File: config.mk
export PLATFORM = sky130hd
export DESIGN_NAME = clipped_line_rasterizer
export DESIGN_NICKNAME = d
export VERILOG_FILES = /design/src/rtl/clr_pkg.sv /design/src/rtl/clipped_line_rasterizer.sv
export SDC_FILE = /design/constraint.sdc
export NUM_CORES = 2
export LEC_CHECK = 0
export BUFFER_PORTS_ARGS = -buffer_cell sky130_fd_sc_hd__buf_4
export CAP_MARGIN = 20
export CORE_UTILIZATION = 37
export DETAILED_ROUTE_END_ITERATION = 16
export HOLD_SLACK_MARGIN = 0.12
export RECOVER_POWER = 50
export SLEW_MARGIN = 10
export SYNTH_ARGS = -nofsm -noshare
export SYNTH_HDL_FRONTEND = slang
export SYNTH_SLANG_ARGS = --single-unit
File: constraint.sdc
create_clock -name i_clk -period 5.55 [get_ports i_clk]
set_input_delay 0.555 -clock i_clk [delete_from_list [all_inputs] [get_ports i_clk]]
set_output_delay 0.555 -clock i_clk [all_outputs]
set_load 0.1 [all_outputs]
File: src/rtl/clr_pkg.sv
`timescale 1ns / 1ps
// Package for the clipped line rasterizer: coordinate width, default frame size,
// request codes and the sequencer state type. No dependencies.
package clr_pkg;

    // Signed width of every coordinate field of a request
    localparam int COORD_W = 12;

    // Default frame store geometry
    localparam int FRAME_WIDTH_DEF  = 80;
    localparam int FRAME_HEIGHT_DEF = 40;

    // Request codes
    localparam logic [1:0] ACT_DRAW  = 2'd0;
    localparam logic [1:0] ACT_READ  = 2'd1;
    localparam logic [1:0] ACT_CLEAR = 2'd2;

    // Sequencer states
    typedef enum logic [2:0] {
        S_CLEAR,
        S_IDLE,
        S_DRAW,
        S_DRAIN,
        S_READ,
        S_READ_WAIT,
        S_RESP
    } t_state;

endpackage

File: src/rtl/clipped_line_rasterizer.sv
`timescale 1ns / 1ps
// A draw walks its line of N = max(|dx|,|dy|) + 1 pixels one pixel per cycle through the
// row memory; a clear writes one row per cycle; unused code 3 goes straight to the result.
// One request is in flight at a time. After reset a clearing pass blanks the store; no
// request is accepted until it ends.
// Depends on clr_pkg.
module clipped_line_rasterizer
    import clr_pkg::*;
#(
    parameter int FRAME_WIDTH  = FRAME_WIDTH_DEF,
    parameter int FRAME_HEIGHT = FRAME_HEIGHT_DEF
) (
    input  logic                      i_clk,
    input  logic                      i_rst_n,
    input  logic                      i_valid,
    output logic                      o_ready,
    input  logic [1:0]                i_action,
    input  logic signed [COORD_W-1:0] i_start_x,
    input  logic signed [COORD_W-1:0] i_start_y,
    input  logic signed [COORD_W-1:0] i_end_x,
    input  logic signed [COORD_W-1:0] i_end_y,
    output logic                      o_valid,
    input  logic                      i_ready,
    output logic                      o_pixel_value
);

    localparam int RW = (FRAME_HEIGHT > 1) ? $clog2(FRAME_HEIGHT) : 1;
    localparam int CI = (FRAME_WIDTH > 1) ? $clog2(FRAME_WIDTH) : 1;
    localparam int EW = COORD_W + 3;
    localparam logic signed [COORD_W:0] W_LIM = (COORD_W+1)'(FRAME_WIDTH);
    localparam logic signed [COORD_W:0] H_LIM = (COORD_W+1)'(FRAME_HEIGHT);
    localparam logic [RW-1:0] LAST_ROW = RW'(FRAME_HEIGHT - 1);

    // Frame store: one row of pixels per entry
    logic [FRAME_WIDTH-1:0] mem [FRAME_HEIGHT];
    logic [FRAME_WIDTH-1:0] r_rdata;
    logic [RW-1:0]          rd_addr;
    logic                   wr_en;
    logic [RW-1:0]          wr_addr;
    logic [FRAME_WIDTH-1:0] wr_data;

    // Sequencer and walker state
    t_state r_state, n_state;
    logic signed [COORD_W-1:0] r_x, n_x, r_y, n_y, r_ex, n_ex, r_ey, n_ey;
    logic signed [EW-1:0]      r_dx, n_dx, r_dy, n_dy, r_err, n_err;
    logic                      r_sx, n_sx, r_sy, n_sy;
    logic [RW-1:0]             r_clr_row, n_clr_row;
    logic                      r_clr_reply, n_clr_reply;
    logic                      r_rd_ok, n_rd_ok;
    logic                      r_res, n_res;

    // Pixel write stage
    logic          r_b_valid, n_b_valid;
    logic [RW-1:0] r_b_row, n_b_row;
    logic [CI-1:0] r_b_col, n_b_col;

    // Last write, for forwarding into the next read-modify-write
    logic                   r_w_last;
    logic [RW-1:0]          r_w_row;
    logic [FRAME_WIDTH-1:0] r_w_data;

    // Result register
    logic r_out_valid, n_out_valid;
    logic r_pixel, n_pixel;

    logic                      accept;
    logic                      at_end;
    logic                      pix_on;
    logic signed [EW:0]        e2;
    logic                      step_x, step_y;
    logic signed [COORD_W:0]   diff_x, diff_y;
    logic [FRAME_WIDTH-1:0]    row_base;

    function automatic logic on_frame(input logic signed [COORD_W-1:0] x,
                                      input logic signed [COORD_W-1:0] y);
        logic signed [COORD_W:0] xe;
        logic signed [COORD_W:0] ye;
        xe = {x[COORD_W-1], x};
        ye = {y[COORD_W-1], y};
        return (xe >= 0) && (xe < W_LIM) && (ye >= 0) && (ye < H_LIM);
    endfunction

    assign accept  = i_valid && o_ready;
    assign o_ready = (r_state == S_IDLE);
    assign o_valid = r_out_valid;
    assign o_pixel_value = r_pixel;

    // Walker decisions for the current pixel
    assign at_end = (r_x == r_ex) && (r_y == r_ey);
    assign pix_on = on_frame(r_x, r_y);
    assign e2     = {r_err, 1'b0};
    assign step_x = e2 > -$signed({r_dy[EW-1], r_dy});
    assign step_y = e2 < $signed({r_dx[EW-1], r_dx});
    assign diff_x = {i_end_x[COORD_W-1], i_end_x} - {i_start_x[COORD_W-1], i_start_x};
    assign diff_y = {i_end_y[COORD_W-1], i_end_y} - {i_start_y[COORD_W-1], i_start_y};

    // Next state
    always_comb begin
        n_state = r_state;
        case (r_state)
            S_CLEAR: begin
                if (r_clr_row == LAST_ROW) begin
                    n_state = r_clr_reply ? S_RESP : S_IDLE;
                end
            end
            S_IDLE: begin
                if (accept) begin
                    case (i_action)
                        ACT_DRAW:  n_state = S_DRAW;
                        ACT_READ:  n_state = S_READ;
                        ACT_CLEAR: n_state = S_CLEAR;
                        default:   n_state = S_RESP;
                    endcase
                end
            end
            S_DRAW: begin
                if (at_end) begin
                    n_state = S_DRAIN;
                end
            end
            S_DRAIN:     n_state = S_RESP;
            S_READ:      n_state = S_READ_WAIT;
            S_READ_WAIT: n_state = S_RESP;
            S_RESP: begin
                if (!r_out_valid || i_ready) begin
                    n_state = S_IDLE;
                end
            end
            default: n_state = S_IDLE;
        endcase
    end

    // Datapath and result updates
    always_comb begin
        n_x = r_x;  n_y = r_y;  n_ex = r_ex;  n_ey = r_ey;
        n_dx = r_dx;  n_dy = r_dy;  n_err = r_err;  n_sx = r_sx;  n_sy = r_sy;
        n_clr_row   = r_clr_row;
        n_clr_reply = r_clr_reply;
        n_rd_ok     = r_rd_ok;
        n_res       = r_res;
        n_b_valid   = 1'b0;
        n_b_row     = r_y[RW-1:0];
        n_b_col     = r_x[CI-1:0];
        n_out_valid = r_out_valid && !i_ready;
        n_pixel     = r_pixel;
        rd_addr     = r_y[RW-1:0];
        case (r_state)
            S_CLEAR: begin
                n_clr_row = r_clr_row + RW'(1);
            end
            S_IDLE: begin
                if (accept) begin
                    n_x  = i_start_x;
                    n_y  = i_start_y;
                    n_ex = i_end_x;
                    n_ey = i_end_y;
                    n_dx = EW'(diff_x[COORD_W] ? -diff_x : diff_x);
                    n_dy = EW'(diff_y[COORD_W] ? -diff_y : diff_y);
                    n_err = EW'(diff_x[COORD_W] ? -diff_x : diff_x)
                          - EW'(diff_y[COORD_W] ? -diff_y : diff_y);
                    n_sx = i_start_x < i_end_x;
                    n_sy = i_start_y < i_end_y;
                    n_res = 1'b0;
                    n_clr_row   = '0;
                    n_clr_reply = 1'b1;
                end
            end
            S_DRAW: begin
                // Read the pixel's row now, set the bit next cycle
                n_b_valid = pix_on;
                if (!at_end) begin
                    if (step_x) begin
                        n_x = r_x + (r_sx ? COORD_W'(1) : {COORD_W{1'b1}});
                    end
                    if (step_y) begin
                        n_y = r_y + (r_sy ? COORD_W'(1) : {COORD_W{1'b1}});
                    end
                    n_err = r_err - (step_x ? r_dy : EW'(0)) + (step_y ? r_dx : EW'(0));
                end
            end
            S_READ: begin
                n_rd_ok = pix_on;
            end
            S_READ_WAIT: begin
                n_res = r_rd_ok && r_rdata[r_x[CI-1:0]];
            end
            S_RESP: begin
                if (!r_out_valid || i_ready) begin
                    n_out_valid = 1'b1;
                    n_pixel     = r_res;
                end
            end
            default: ;
        endcase
    end

    // Write port: clearing sweep or pixel set with forwarding of the last write
    always_comb begin
        row_base = (r_w_last && (r_w_row == r_b_row)) ? r_w_data : r_rdata;
        if (r_state == S_CLEAR) begin
            wr_en   = 1'b1;
            wr_addr = r_clr_row;
            wr_data = '0;
        end else begin
            wr_en   = r_b_valid;
            wr_addr = r_b_row;
            wr_data = row_base | (FRAME_WIDTH'(1) << r_b_col);
        end
    end

    // Row memory, one write and one registered read per cycle
    always_ff @(posedge i_clk) begin
        if (wr_en) begin
            mem[wr_addr] <= wr_data;
        end
        r_rdata <= mem[rd_addr];
    end

    // Control registers
    always_ff @(posedge i_clk) begin
        if (!i_rst_n) begin
            r_state     <= S_CLEAR;
            r_clr_row   <= '0;
            r_clr_reply <= 1'b0;
            r_b_valid   <= 1'b0;
            r_w_last    <= 1'b0;
            r_out_valid <= 1'b0;
        end else begin
            r_state     <= n_state;
            r_clr_row   <= n_clr_row;
            r_clr_reply <= n_clr_reply;
            r_b_valid   <= n_b_valid;
            r_w_last    <= wr_en;
            r_out_valid <= n_out_valid;
        end
    end

    // Payload registers
    always_ff @(posedge i_clk) begin
        r_x     <= n_x;
        r_y     <= n_y;
        r_ex    <= n_ex;
        r_ey    <= n_ey;
        r_dx    <= n_dx;
        r_dy    <= n_dy;
        r_err   <= n_err;
        r_sx    <= n_sx;
        r_sy    <= n_sy;
        r_rd_ok <= n_rd_ok;
        r_res   <= n_res;
        r_b_row <= n_b_row;
        r_b_col <= n_b_col;
        r_w_row <= wr_addr;
        r_w_data <= wr_data;
        r_pixel <= n_pixel;
    end

endmodule

# After elaboration in Yosys (flattened, before gate mapping)
# Memories as Yosys holds them, arrays and structs flattened. A register that Yosys moved wholly into a read port is not among the register bits.
# Cells that the tools add are included.
[op_classes]
muxes = 38
n_addsub = 11
bitwise_logic = 1
shift = 1
multipliers = 0
n_eq_ne = 19
magnitude_cmp = 9
n_reduce_logical = 26
div_mod_pow = 0
[ops]
columns = ["op", "count"]
rows = [
  ["80-bit 2-to-1 mux", 2],
  ["12-bit 2-to-1 mux", 8],
  ["15-bit 2-to-1 mux", 6],
  ["80-bit OR", 1],
  ["1-bit by 7-bit left shift with 80-bit output, first input constant", 1],
  ["12-bit case mux with 2 select lines", 2],
  ["13-bit negator with 15-bit output", 2],
  ["15-bit case mux with 2 select lines", 1],
  ["15-bit subtractor", 2],
  ["12-bit by 12-bit subtractor with 13-bit output", 2],
  ["12-bit adder", 2],
  ["12-bit == test", 2],
  ["12-bit by 1-bit >= comparator with 1-bit output, second input constant", 2],
  ["12-bit < comparator", 2],
  ["3-bit case mux with 6 select lines", 1],
  ["16-bit greater-than comparator", 1],
  ["16-bit by 15-bit < comparator with 1-bit output", 1],
  ["15-bit negator with 16-bit output", 1],
  ["15-bit adder", 1],
  ["3-bit 2-to-1 mux", 5],
  ["12-bit by 7-bit < comparator with 1-bit output, second input constant", 1],
  ["12-bit by 8-bit < comparator with 1-bit output, second input constant", 1],
  ["6-bit 2-to-1 mux", 2],
  ["2-bit inequality test, second input constant", 6],
  ["other kinds (25)", 50],
]
[totals]
n_memories = 1
ff_bits = 210
word_cells = 128
latch_bits = 0
out_inout_bits = 3
mem_bits_ro = 0
input_bits = 54
ramBits = 3200
[mem_list]
columns = ["memory", "words", "word_bits", "read_ports", "rd_ports_with_merged_regs", "write_ports", "line_no", "source"]
rows = [
  ["mem", 40, 80, 1, 1, 1, "clipped_line_rasterizer.sv:35", "logic [FRAME_WIDTH-1:0] mem [FRAME_HEIGHT];"],
]

# Logic depth before layout (Yosys ltp)
[logic_depth]
depth_word = 7
ltp_mapped = 28

# Least setup slack after synthesis
# Ideal clock, no wire load.
[synth_timing]
path_kind = "flip-flop to flip-flop"
start = "reg r_state[0]"
end = "mem mem[0][0] (netlist name) (enable)"
t_required_ns = 5.031
setup_time_ns = 0.519
path_buffers = 2
path_stages_with_launch = 8
t_arrival_ns = 5.429
path_slack_ns = -0.398
path_cell_list = "dfxtp_1 > clkbuf_1 > nor3_1 > mux2i_1 > inv_1 > or3_1 > clkbuf_1 > nor2_1"
[synth_between]
elab_cells_between_ends = 5
[synth_lines]
columns = ["item", "line_no", "source"]
rows = [
  ["start: declaration", "clipped_line_rasterizer.sv:43", "t_state r_state, n_state;"],
  ["start signal: assignment", "clipped_line_rasterizer.sv:229", "r_state <= n_state;"],
  ["3-bit zero test", "clipped_line_rasterizer.sv:200", "if (r_state == S_CLEAR) begin"],
  ["6-bit 2-to-1 mux", "clipped_line_rasterizer.sv:200", ""],
  ["named net wr_addr[4]", "clipped_line_rasterizer.sv:39", "logic [RW-1:0] wr_addr;"],
  ["end: declaration", "clipped_line_rasterizer.sv:35", ""],
]
# The timed path passes the listed nets, and every way through them passes these cells.

==> impl_metrics.ini <==
[outcome]
outcome = finished with violations
violations_in_the_final_reports = capacitance limit, slew limit, setup timing

[placed_design]
dp_hpwl_mm = 193
placement.io_buffers = 56
routabilityCongestion = 0.824
placed_cells = 11600

[critical_path]
critical_path_required_ps = 6280
r2r_slack_ps = -400
setup.worst_path.start_class = register
critical_path_arrival_ps = 6680
crit_type = register to register
worstReg2RegEnd = r_rdata[75]
critical_path_s_slowest_cell = sky130_fd_sc_hd__clkbuf_1
max_stage_delay_on_crit_path_ps = 2040
crit-reg2reg-launch = r_y[2]
critPathMostFrequentCell = sky130_fd_sc_hd__mux4_2
r2r.worst_path.cells = 7
crit_path_end_kind = register
crit_chain = clkbuf_1, clkbuf_2, mux4_2, mux4_2, nor2b_1, a211oi_1, a21oi_1
max_fanout_on_critical_path = 27

[timing]
report.final.slew_viol_count = 2661
grt_setup_unrepaired = true
final_critical_path_setup_slack_ps = -396
min_period_over_period = 1.07
finalHoldViolCount = 0
setup_viol = 18
tightestPinTransition_ps = 3920
relSlewSlack = -1.61
fin_worst_skew_ps = 64.4
max_freq_mhz = 168
period_minus_slack_ps = 5950

[min_path]
min_delay_path_depth = 6
hold_path.class = input pin to register
hold_path_startpoint = i_action[1]
hold_path_end = r_state[2]

[logic_synthesis]
synth_area_um2 = 137000
netlist.top_cell.by_area = sky130_fd_sc_hd__edfxtp_1
ys_types = 63
synth.mux.area_fraction = 0.175
fraction_of_the_mapped_netlist_area_in_simple_logic_gates = 0.0236
ys_seq_elements = 3490
dominantRegCellSynth = sky130_fd_sc_hd__edfxtp_1
synth_cells = 6577
synth_top_area_frac = 0.721
synth_compound_gate_area_share = 0.0188
syn-mean-instance-area_um2 = 20.9
combinational_family_with_the_most_area_after_synthesis = multiplexers
yosysWarningCount = 0
synth_sequential_area_ratio = 0.749
synth_xor_xnor_area_share = 0.00917
ys_top_cells_by_area = sky130_fd_sc_hd__edfxtp_1, sky130_fd_sc_hd__mux4_2, sky130_fd_sc_hd__dfxtp_1
ys_async_sr_fraction = 0
synth-adder-area-share = 0.0128
post_synth_edffs = 3298

[power_and_ir_drop]
p_sw_w = 0.0113
internal-power_w = 0.0433
totalPowerFinal_w = 0.0546
vdd.ir_drop.worst_mv = 0.297
pwr-share-seq = 0.527
power.switching_fraction = 0.207
power.share.combinational = 0.026
power_per_cell_area_nw_per_um2 = 342
share_clk_of_total_power = 0.447
power_leakage_nw = 52.7

[die]
io_pins = 57
placementRows = 223
dieArea_um2 = 374000
initial_core_util = 0.372
core_area_um2 = 369000
die_width_um = 611
die_height_um = 611

[global_route]
busiest_layer = met2
grt_start_max_net_pins = 112
global_route_met2_usage = 0.323
antenna_found_initial = 8
groute.usage.overall = 0.197
globalRoute.totalOverflow = 0
via_count_of_the_first_global_routing_pass = 70300
grt_util_met3 = 0.0264
grt_util_met1 = 0.276
global_route_wire_length_before_repair_mm = 529

[clock_tree]
cts_tree = built
cts-htree-levels = 5
clk_root_buffer_cell = sky130_fd_sc_hd__clkbuf_16
total_cts_buffers = 365
clock_insertion_delay_worst_skew_ps = 950
path_clk_slew_ps = 60
cts-root-to-sink-buffers = 4
clock_sink_count = 3490

[drt]
route.antenna.remaining_nets = 0
drc_marker_count_from_the_first_detailed_route_iteration = 7999
detailroute.via_count = 69400
routed_wire_length_per_instance_um = 30.0
post_drt_via_cell_ratio = 5.60
detail_route.wirelength_mm = 371
first_pass_iteration_count_of_the_detailed_router = 5
detail_route.drc_violations = 0

[final_layout]
flow.area_growth_from_synthesis_pct = 16.4
num-nets-final = 7303
post_route_cells_drive_above_1_share = 0.272
layoutNonFillerInstCount = 12400

[flow_run]
maxCapViolations = 63
-- power groups by stage --
stage	Sequential (W)	Combinational, W	Clock [W]
floorplan	0.0293	0.000847	0
CTS	0.0287	0.00143	0.0248
detailed placement	0.0293	0.00139	0
global route	0.0287	0.00153	0.0258
finish	0.0287	0.00142	0.0244
global placement	0.0293	0.00138	0
-- layout by cell type, fill, tap and decap left out, drive strengths merged, types with 74 or more instances in the layout --
| cell type | instances |
|---|---|
| o21ai | 113 |
| clkbuf | 612 |
| a31oi | 92 |
| mux4 | 937 |
| buf | 309 |
| nor2 | 125 |
| xor2 | 74 |
| ha | 110 |
| edfxtp | 3298 |
| inv | 131 |
| a21oi | 99 |
| nand2 | 407 |
| mux2i | 231 |
| clkinv | 126 |
| dfxtp | 192 |
-- layout make-up --
class	count	area, um^2
fillers	31400	209000
flip-flops and latches	3490	103000
multi-input cells	2656	33800
clock buffers	485	9810
well taps	4950	6190
repair buffers	489	4420
clock inverters	190	2220
inverters	118	448
diodes	6	15.0
-- worst max path at each step --
stage	slack (ps)	start	to
global route	-660	r_dy[3]	r_err[12]
global placement	-760	r_dy[5]	r_err[14]
detailed placement	-830	r_dy[5]	r_err[14]
CTS	-470	r_dy[3]	r_err[13]
floorplan	-400	r_state[0]	mem[0][0]
finish	-400	r_y[2]	r_rdata[75]
-- critical path, delay by kind of cell (launching register included) --
family	cells	cell delay, ps
buffers and inverters	2	3070
DFF	1	1030
muxes	2	890
AOI/OAI and AO/OA	2	500
and+or+nand+nor	1	180
-- what timing repair did --
item / in CTS / in global routing
resized for setup: 36 / 19
hold buffers: 53 / 0
endpoints found under the setup margin: 10 / 11
setup buffers: 12 / 6
pin swaps: 32 / 27
endpoints found under the hold margin: 64 / 0
-- cell usage after synthesis (all sizes together) (26+ instances only) --
cell / count
edfxtp: 3298
mux4: 937
nand2: 407
mux2i: 231
dfxtp: 192
clkbuf: 179
buf: 138
nor2: 125
inv: 118
o21ai: 113
ha: 110
a21oi: 99
a31oi: 92
xor2: 74
xnor2: 69
mux2: 50
nor2b: 48
a211oi: 34
nor3: 34
nand3: 26
-- registers in the layout, indices dropped and copies added, names as in the netlist, 3 cells and up --
name and cells:
mem 3200, r_rdata 80, r_dx 15, r_w_row 6, r_b_col 7, r_x 12
r_y 12, r_ey 12, r_b_row 6, r_state 3, r_dy 15, r_ex 12
r_w_data 80, r_err 15, r_clr_row 6
-- per-stage QoR --
| step | cell area (um^2) | setup TNS, ps | utilization | hold WS (ps) | worst slack (ps) |
|---|---|---|---|---|---|
| 6_report | 160000 | -3080 | 0.433 | 238 | -396 |
| 3_5_place_dp | 147000 | -5150 | 0.400 | 415 | -830 |
| 5_1_grt | 160000 | -8540 | 0.433 | 251 | -658 |
| 2_1_floorplan | 137000 | -350710 | - | 375 | -398 |
| 4_1_cts | 160000 | -2460 | 0.434 | 165 | -472 |
| 3_3_place_gp | 147000 | -4330 | 0.399 | 416 | -760 |
-- per-layer routing --
| metal | share of wire | vias to the layer above |
|---|---|---|
| met5 | 0.000035 | - |
| met4 | 0.030 | 2 |
| met3 | 0.072 | 578 |
| met2 | 0.48 | 2847 |
| met1 | 0.41 | 37700 |
| li1 | - | 28200 |
-- cell families after synthesis --
| family | count (synthesis) |
|---|---|
| buffers and inverters | 435 |
| muxes | 1218 |
| other | 2 |
| DFF | 3490 |
| AOI/OAI and AO/OA | 422 |
| adders and majority gates | 129 |
| xor gates and xnor gates | 143 |
| and+or+nand+nor | 738 |
No activity file was read; power rests on OpenSTA's default activity.
